==> config.mk <==
export PLATFORM = sky130hd
export DESIGN_NAME = cfpc_norm
export DESIGN_NICKNAME = d
export VERILOG_FILES = /design/src/rtl/cfpc_pkg.sv /design/src/rtl/cfpc_norm.sv
export SDC_FILE = /design/constraint.sdc
export NUM_CORES = 2
export LEC_CHECK = 0
export BUFFER_PORTS_ARGS = -buffer_cell sky130_fd_sc_hd__buf_2
export CAP_MARGIN = 20
export CORE_MARGIN = 1.5
export CORE_UTILIZATION = 62
export CTS_BUF_LIST = sky130_fd_sc_hd__clkbuf_16
export CTS_CLUSTER_SIZE = 24
export DETAILED_ROUTE_END_ITERATION = 16
export GPL_TIMING_DRIVEN = 1
export PLACE_DENSITY = 0.9
export SYNTH_ARGS = -nofsm -noshare
export SYNTH_HDL_FRONTEND = slang
export SYNTH_SLANG_ARGS = --single-unit
==> constraint.sdc <==
create_clock -name clock -period 6.85 [get_ports clock]
set_input_delay 0.685 -clock clock [delete_from_list [all_inputs] [get_ports clock]]
set_output_delay 0.685 -clock clock [all_outputs]
set_load 0.01 [all_outputs]
==> src/rtl/cfpc_pkg.sv <==
// Shared constants, types and register codes of the complex field pixel colorizer.
// Depends on nothing; every other file imports it.
package cfpc_pkg;

   // Number formats
   localparam int FRAC_BITS  = 16;
   localparam int NORM_BITS  = 16;
   localparam int DATA_W     = 32;
   localparam int WORD_W     = DATA_W + 1;
   localparam int NORM_W     = NORM_BITS + 1;
   localparam int MAG_W      = DATA_W;
   localparam int PROD_W     = 2 * MAG_W;
   localparam int SQ_W       = 2 * DATA_W - 1 - FRAC_BITS;
   localparam int PAIR_W     = SQ_W + 1;
   localparam int SUM_W      = SQ_W + 3;
   localparam int CH_W       = 8;
   localparam int NUM_CH     = 3;
   localparam int NUM_PARTS  = 6;
   localparam int RGB_W      = NUM_CH * CH_W;
   localparam int WPROD_W    = NORM_W + CH_W;
   localparam int ACC_W      = WPROD_W + 1;
   localparam int MODE_W     = 2;
   localparam int MASK_W     = 2;
   localparam int CSR_IDX_W  = 3;
   localparam int CSR_DATA_W = 32;

   // Pipeline depths
   localparam int FRONT_LAT = 4;
   localparam int NORM_LAT  = NORM_BITS + 3;
   localparam int BACK_LAT  = 2;
   localparam int PIPE_LAT  = FRONT_LAT + NORM_LAT + BACK_LAT;

   typedef logic signed [DATA_W-1:0] sample_type;
   typedef logic [NORM_W-1:0]        norm_type;

   localparam sample_type Q_MAX    = {1'b0, {(DATA_W-1){1'b1}}};
   localparam norm_type   NORM_ONE = norm_type'(1) << NORM_BITS;
   localparam logic [CH_W-1:0] CH_MAX = '1;

   typedef enum logic [MODE_W-1:0] {
      MODE_X, MODE_Y, MODE_Z, MODE_INTENSITY
   } mode_type;

   typedef enum logic [CSR_IDX_W-1:0] {
      REG_DISPLAY_MODE, REG_SHOW_MASK, REG_REAL_LOW, REG_REAL_HIGH,
      REG_IMAG_LOW, REG_IMAG_HIGH, REG_REAL_RGB, REG_IMAG_RGB
   } csr_index_type;

   // Register reset values
   localparam mode_type          RST_DISPLAY_MODE = MODE_X;
   localparam logic [MASK_W-1:0] RST_SHOW_MASK    = 2'b11;
   localparam sample_type        RST_LOW          = -32'sd6553600;
   localparam sample_type        RST_HIGH         = 32'sd6553600;
   localparam logic [RGB_W-1:0]  RST_REAL_RGB     = 24'hFF0000;
   localparam logic [RGB_W-1:0]  RST_IMAG_RGB     = 24'h0000FF;

   // Selected component carried through the front stages
   typedef struct packed {
      logic       intensity;
      sample_type re;
      sample_type im;
   } sel_type;

endpackage

==> src/rtl/cfpc_norm.sv <==
// Pipelined normalizer: (v - low) / (high - low) clamped to [0, 1], one quotient
// bit per stage. Depends on cfpc_pkg; all stages advance together on enable.
module cfpc_norm import cfpc_pkg::*; (
   input  logic       clock,
   input  logic       enable,
   input  sample_type value,
   input  sample_type low,
   input  sample_type high,
   output norm_type   result
);

   logic signed [WORD_W-1:0] d_ff, w_ff;
   logic [WORD_W-1:0]        ad_ff, aw2_ff, ad_in, aw_in;
   logic                     fix2_ff, one2_ff, fix2_in, one2_in;
   logic [WORD_W-1:0]        r3_ff, aw3_ff;
   logic                     fix3_ff, one3_ff;

   logic [WORD_W-1:0]    rem_ff [NORM_BITS];
   logic [WORD_W-1:0]    aw_ff  [NORM_BITS];
   logic [NORM_BITS-1:0] quo_ff [NORM_BITS];
   logic                 fix_ff [NORM_BITS];
   logic                 one_ff [NORM_BITS];

   logic [WORD_W-1:0]    src_rem [NORM_BITS];
   logic [WORD_W-1:0]    src_aw  [NORM_BITS];
   logic [NORM_BITS-1:0] src_quo [NORM_BITS];
   logic                 src_fix [NORM_BITS];
   logic                 src_one [NORM_BITS];
   logic [WORD_W-1:0]    rem_in  [NORM_BITS];
   logic [NORM_BITS-1:0] quo_in  [NORM_BITS];
   logic [WORD_W:0]      shifted [NORM_BITS];

   // Classify the interval: zero width, zero offset or opposite signs settle it
   always_comb begin
      logic dz, wz, mism;
      dz      = (d_ff == '0);
      wz      = (w_ff == '0);
      mism    = d_ff[WORD_W-1] != w_ff[WORD_W-1];
      fix2_in = wz | dz | mism;
      one2_in = wz & ~d_ff[WORD_W-1] & ~dz;
      ad_in   = d_ff[WORD_W-1] ? WORD_W'(-d_ff) : WORD_W'(d_ff);
      aw_in   = w_ff[WORD_W-1] ? WORD_W'(-w_ff) : WORD_W'(w_ff);
   end

   // Feed each divide stage from the one before it
   always_comb begin
      for (int k = 0; k < NORM_BITS; k++) begin
         if (k == 0) begin
            src_rem[k] = r3_ff;
            src_aw[k]  = aw3_ff;
            src_quo[k] = '0;
            src_fix[k] = fix3_ff;
            src_one[k] = one3_ff;
         end else begin
            src_rem[k] = rem_ff[k-1];
            src_aw[k]  = aw_ff[k-1];
            src_quo[k] = quo_ff[k-1];
            src_fix[k] = fix_ff[k-1];
            src_one[k] = one_ff[k-1];
         end
         shifted[k] = {src_rem[k], 1'b0};
         if (shifted[k] >= {1'b0, src_aw[k]}) begin
            rem_in[k] = WORD_W'(shifted[k] - {1'b0, src_aw[k]});
            quo_in[k] = {src_quo[k][NORM_BITS-2:0], 1'b1};
         end else begin
            rem_in[k] = WORD_W'(shifted[k]);
            quo_in[k] = {src_quo[k][NORM_BITS-2:0], 1'b0};
         end
      end
   end

   // Advance all stages together
   always_ff @(posedge clock) begin
      if (enable) begin
         d_ff    <= {value[DATA_W-1], value} - {low[DATA_W-1], low};
         w_ff    <= {high[DATA_W-1], high} - {low[DATA_W-1], low};
         ad_ff   <= ad_in;
         aw2_ff  <= aw_in;
         fix2_ff <= fix2_in;
         one2_ff <= one2_in;
         // quotient of one or more clamps to one
         r3_ff   <= ad_ff;
         aw3_ff  <= aw2_ff;
         fix3_ff <= fix2_ff | (ad_ff >= aw2_ff);
         one3_ff <= fix2_ff ? one2_ff : 1'b1;
         for (int k = 0; k < NORM_BITS; k++) begin
            rem_ff[k] <= rem_in[k];
            aw_ff[k]  <= src_aw[k];
            quo_ff[k] <= quo_in[k];
            fix_ff[k] <= src_fix[k];
            one_ff[k] <= src_one[k];
         end
      end
   end

   assign result = fix_ff[NORM_BITS-1]
                 ? (one_ff[NORM_BITS-1] ? NORM_ONE : norm_type'(0))
                 : {1'b0, quo_ff[NORM_BITS-1]};

endmodule

== After elaboration in Yosys (flattened, before gate mapping) ==
Memory sizes are Yosys's and may differ from the RTL's.
Cells that the tools add are included.

* Add/subtract/negate cells: 20
* Shifts and indexed selects: 0
* Div/mod/pow operators: 0
* Equality and inequality tests: 1
* Bitwise operators: 7
* Magnitude comparators: 17
* Muxes and demuxes: 38
* Reduce and logical (&&, ||, !) cells: 2
* Multipliers: 0

{| class="wikitable"
|+ Operators by type and width
! cell !! count
|-
| greater-or-equal comparator 34 x 33 -> 1 bit || 16
|-
| two-way mux 33 bit || 16
|-
| subtractor 33 bit || 16
|-
| zero test 33 bit || 2
|-
| negation 33 bit || 2
|-
| subtractor 32 x 32 -> 33 bit || 2
|-
| two-way mux 32 bit || 2
|-
| two-way mux 17 bit || 2
|-
| greater-or-equal comparator 33 bit || 1
|-
| two-way mux 1 bit || 18
|-
| OR 1 bit || 3
|-
| bitwise AND 1 bit || 2
|-
| inverter 1 bit || 2
|-
| inequality test 1 bit || 1
|}

* Memories: 5
* Bits in read-only memories: 0
* Word-level logic and storage cells: 102
* Register bits after elaboration: 202
* Bits in latches: 0
* Output and inout bits: 17
* RAM bits: 1344
* Bits of input ports: 98

{| class="wikitable"
|+ Memory list
! memory !! words !! bits a word !! rd ports !! clocked after memory_dff !! wr ports !! line !! source
|-
| aw_ff || 16 || 33 || 15 || 0 || 16 || cfpc_norm.sv:19 || <nowiki>logic [WORD_W-1:0] aw_ff [NORM_BITS];</nowiki>
|-
| rem_ff || 16 || 33 || 15 || 0 || 16 || cfpc_norm.sv:18 || <nowiki>logic [WORD_W-1:0] rem_ff [NORM_BITS];</nowiki>
|-
| quo_ff || 16 || 16 || 16 || 0 || 16 || cfpc_norm.sv:20 || <nowiki>logic [NORM_BITS-1:0] quo_ff [NORM_BITS];</nowiki>
|-
| fix_ff || 16 || 1 || 16 || 0 || 16 || cfpc_norm.sv:21 || <nowiki>logic fix_ff [NORM_BITS];</nowiki>
|-
| one_ff || 16 || 1 || 16 || 0 || 16 || cfpc_norm.sv:22 || <nowiki>logic one_ff [NORM_BITS];</nowiki>
|}

== Depth between registers and ports, before layout ==
* Depth after elaboration: 3
* Gate-level depth with buffers: 15
* Mapped depth without buffers: 13

== Worst setup path before layout ==
Ideal clock, no wire load.

* Path type: register to register
* From: memory aw_ff[0][165] in the netlist's numbering
* To: memory rem_ff[0][203] in the netlist's numbering, data pin
* Required time: 6.590 ns
* Buffers on the path: 2
* Period minus slack after synthesis: 3.466 ns
* Setup time: 0.260 ns
* Data arrival time: 3.206 ns
* Cell stages (with the launch flop): 14
* Path slack: 3.384 ns
* Path through: edfxtp_1 > fa_1 > nand2b_1 > a211oi_1 > o21ai_2 > a21o_1 > o211a_4 > o31ai_4 > a31o_4 > a41o_1 > a211o_1 > buf_6 > buf_12 > mux2_4

{| class="wikitable"
|+ RTL lines
! element !! line
|-
| start: declaration || cfpc_norm.sv:19
|-
| end: declaration || cfpc_norm.sv:18
|}

==> impl_metrics.sql <==
INSERT INTO impl_metrics (metric_group, metric, value, unit) VALUES
('run_status', 'outcome', 'finished, final reports clean', ''),
('synthesis', 'synth_ff_type', 'edfxtp_1', ''),
('cts', 'post-cts-setup-buffer-count', '0', ''),
('worst_setup_path', 'worst_path_dominant_cell_family', 'compound AO/OA/AOI/OAI gates', ''),
('pwr', 'leakagePower', '35.6', 'nW'),
('worst_setup_path', 'timing.reg2reg.setup_slack', '2300', 'ps'),
('synthesis', 'yosys_register_bits', '1360', ''),
('drt', 'drt-wirelength-per-cell', '18.4', 'um'),
('final_layout', 'filler_cell_count', '8578', ''),
('final_layout', 'final-seq-area', '0.0408', 'mm^2'),
('cts', 'cts_inserted_buffers', '144', ''),
('hold_path', 'worstHoldPathType', 'in -> reg', ''),
('sta', 'setup-violations-final', '0', ''),
('pwr', 'power_per_cell_area', '455', 'mW/mm^2'),
('cts', 'htree_levels', '4', ''),
('final_layout', 'layout_commonest_cell', 'edfxtp_1', ''),
('global_route', 'via_count_of_the_first_global_routing_pass', '56356', ''),
('placement', 'gp_congestion', '0.974', ''),
('sta', 'fmax', '0.220', 'GHz'),
('placement', 'dp_slack', '2380', 'ps'),
('cts', 'cts_num_sinks', '1360', ''),
('drt', 'via_cell_ratio', '6.04', ''),
('floorplan', 'core', '0.126', 'mm^2'),
('floorplan', 'initial_utilization', '62.7', '%'),
('sta', 'rsz0062_at_grt', 'no', ''),
('synthesis', 'post_synth.cell_area_avg', '11.0', 'um^2'),
('global_route', 'pin_count_of_the_biggest_net_entering_global_routing', '184', ''),
('final_layout', 'utilization', '68.1', '%'),
('worst_setup_path', 'cp.buffers_inverters', '0', ''),
('floorplan', 'fp.dieW', '360', 'um'),
('cts', 'cts.clk_slew.worst_paths', '60', 'ps'),
('hold_path', 'whs_endpoint', 'd_ff[0]$_DFFE_PP_', ''),
('sta', 'timing.max_slew.rel_slack', '26.5', '%'),
('final_layout', 'layout-area-overhead-vs-synth', '8.53', '%'),
('global_route', 'groute.usage.overall', '25.4', '%'),
('hold_path', 'min_from', 'low[0]', ''),
('global_route', 'initial_antenna_violation_count', '2', ''),
('final_layout', 'reg_top3', 'aw_ff: 495 flops, rem_ff: 495 flops, quo_ff: 136 flops', ''),
('worst_setup_path', 'r2r-start', 'aw_ff[0][165]$_DFFE_PP_', ''),
('final_layout', 'final_net_count', '8079', ''),
('final_layout', 'area_of_the_multi_input_gates', '0.0348', 'mm^2'),
('worst_setup_path', 'path_cells', 'fa_1, nand2b_1, a211oi_1, o21ai_2, a21o_1, o211a_4, o31ai_4, a31o_4, a41o_1, a211o_2, mux2_2', ''),
('sta', 'fin_worst_skew', '33.0', 'ps'),
('cts', 'post_cts_resize_count', '0', ''),
('floorplan', 'fp.dieArea', '0.130', 'mm^2'),
('final_layout', 'layout_common_cells', 'edfxtp_1 (1,360), inv_1 (772), a21oi_1 (676), ha_1 (628), nand2_1 (505)', ''),
('pwr', 'vdd_drop_max', '0.308', 'mV'),
('worst_setup_path', 'rr_worst_depth', '11', ''),
('placement', 'placedCellCount', '8840', ''),
('global_route', 'grt_overflow', '0', ''),
('sta', 'worst_pin_slew', '1090', 'ps'),
('worst_setup_path', 'critical_path_arrival', '5050', 'ps'),
('drt', 'detail_route.iter0.violations', '3975', ''),
('synthesis', 'netlist_area', '0.0791', 'mm^2'),
('final_layout', 'antenna_cells', '0', ''),
('synthesis', 'yosysWarningCount', '0', ''),
('worst_setup_path', 'timing.critical_path.slowest_cell_delay', '800', 'ps'),
('final_layout', 'post_route_cells_drive_above_1_share', '7.01', '%'),
('drt', 'routed-via-count', '55012', ''),
('sta', 'setup_total_negative_slack', '0', 'ps'),
('final_layout', 'finish.cell_count_without_fillers', '9101', ''),
('drt', 'final_antenna_net_count', '0', ''),
('worst_setup_path', 'crit_slowest_cell', 'a211o_2', ''),
('synthesis', 'ys_async_sr_fraction', '0', '%'),
('worst_setup_path', 'wp_data_required', '7350', 'ps'),
('worst_setup_path', 'endpoint_kind', 'register', ''),
('flow_run', 'cap_viol_max_count', '0', ''),
('cts', 'clk_latency', '770', 'ps'),
('floorplan', 'fp.dieH', '360', 'um'),
('sta', 'setup_slack', '2300', 'ps'),
('worst_setup_path', 'maximum_fanout_encountered_on_the_critical_timing_path', '34', '');
-- logic make-up (layout without fill, tap and decap cells) --
group	Yosys count	in the layout	share of synthesized area, %
AO/OA/AOI/OAI	2007	2007	15.7
flip-flops	1360	1360	51.6
XOR/XNOR	548	548	6.07
adder cells (fa/ha/maj)	645	645	10.4
buffers and inverters	923	1157	4.52
AND/OR/NAND/NOR	1603	1603	9.67
multiplexers	131	131	2.03
-- synthesized netlist by cell type, types with 14 or more instances --
cell	count	area (um^2)
edfxtp_1	1360	40800
inv_1	745	2800
a21oi_1	676	3380
ha_1	628	7860
nand2_1	505	1900
o21ai_0	494	2470
nor2_1	429	1610
xnor2_1	343	3000
a21o_1	268	2010
xor2_1	205	1800
clkbuf_1	142	533
nor2b_1	106	663
nand2b_1	99	619
nand3_1	90	450
nand4_1	90	563
o21a_1	69	518
o21bai_1	69	518
mux2_2	68	766
a31oi_1	67	419
nor3_1	63	315
o31ai_1	50	375
and3_1	49	307
and2_1	39	244
mux2_4	36	541
a211oi_1	30	225
or3_1	28	175
o211ai_1	27	203
o21ai_1	26	130
or2_2	24	150
mux2_1	22	248
and4_1	20	175
buf_2	20	100
o41ai_1	20	175
a211o_1	19	166
fa_1	17	340
o31a_1	17	149
or4_1	17	128
nor4_1	16	100
a2111oi_0	15	131
a41oi_1	14	123
-- worst max path at each step --
stage,startpoint,endpoint,slack (ps),cells past startpoint
floorplan,aw_ff[0][165]$_DFFE_PP_,rem_ff[0][203]$_DFFE_PP_,3380,13
global placement,low[2],w_ff[31]$_DFFE_PP_,2440,13
detailed placement,aw_ff[0][165]$_DFFE_PP_,rem_ff[0][200]$_DFFE_PP_,2380,11
CTS,aw_ff[0][165]$_DFFE_PP_,rem_ff[0][200]$_DFFE_PP_,2370,11
global route,aw_ff[0][165]$_DFFE_PP_,rem_ff[0][200]$_DFFE_PP_,2120,11
finish,aw_ff[0][165]$_DFFE_PP_,rem_ff[0][200]$_DFFE_PP_,2300,11
-- per-layer routing --
metal,routed length [um],up-vias,GRT usage [%]
met5,0,-,0
met4,11100,0,16.7
met3,5960,628,2.92
met2,93400,1846,51.3
met1,57300,25981,23.4
li1,-,26557,-
-- through the flow --
step / hold WS [ps] / area [um^2]
finish: 386 / 85800
global route: 399 / 85800
floorplan: 400 / 79100
detailed placement: 405 / 81400
global placement: 401 / 81400
CTS: 370 / 85800
-- worst reg2reg max path: stages, from the launching register on --
cell and delay, ps:
edfxtp_1 470, fa_1 480, nand2b_1 190, a211oi_1 490, o21ai_2 160, a21o_1 250
o211a_4 280, o31ai_4 300, a31o_4 230, a41o_1 180, a211o_2 800, mux2_2 480
-- layout make-up --
cell class                      instances  area share (%)
Clock inverter                        114           0.885
Timing Repair Buffer                  151            1.08
Multi-Input combinational cell       4934            40.5
Sequential cell                      1360            47.6
Tap cell                             1650            2.41
Clock buffer                          147            4.29
Inverter                              745            3.26
-- power breakdown --
| part | internal (mW) | switching [mW] | total (mW) |
|---|---|---|---|
| clock network | 4.13 | 3.21 | 7.34 |
| logic | 7.63 | 10.5 | 18.1 |
| registers | 12.4 | 1.18 | 13.6 |
| total | 24.2 | 14.9 | 39.1 |
Power figures use the tool's default switching activity.
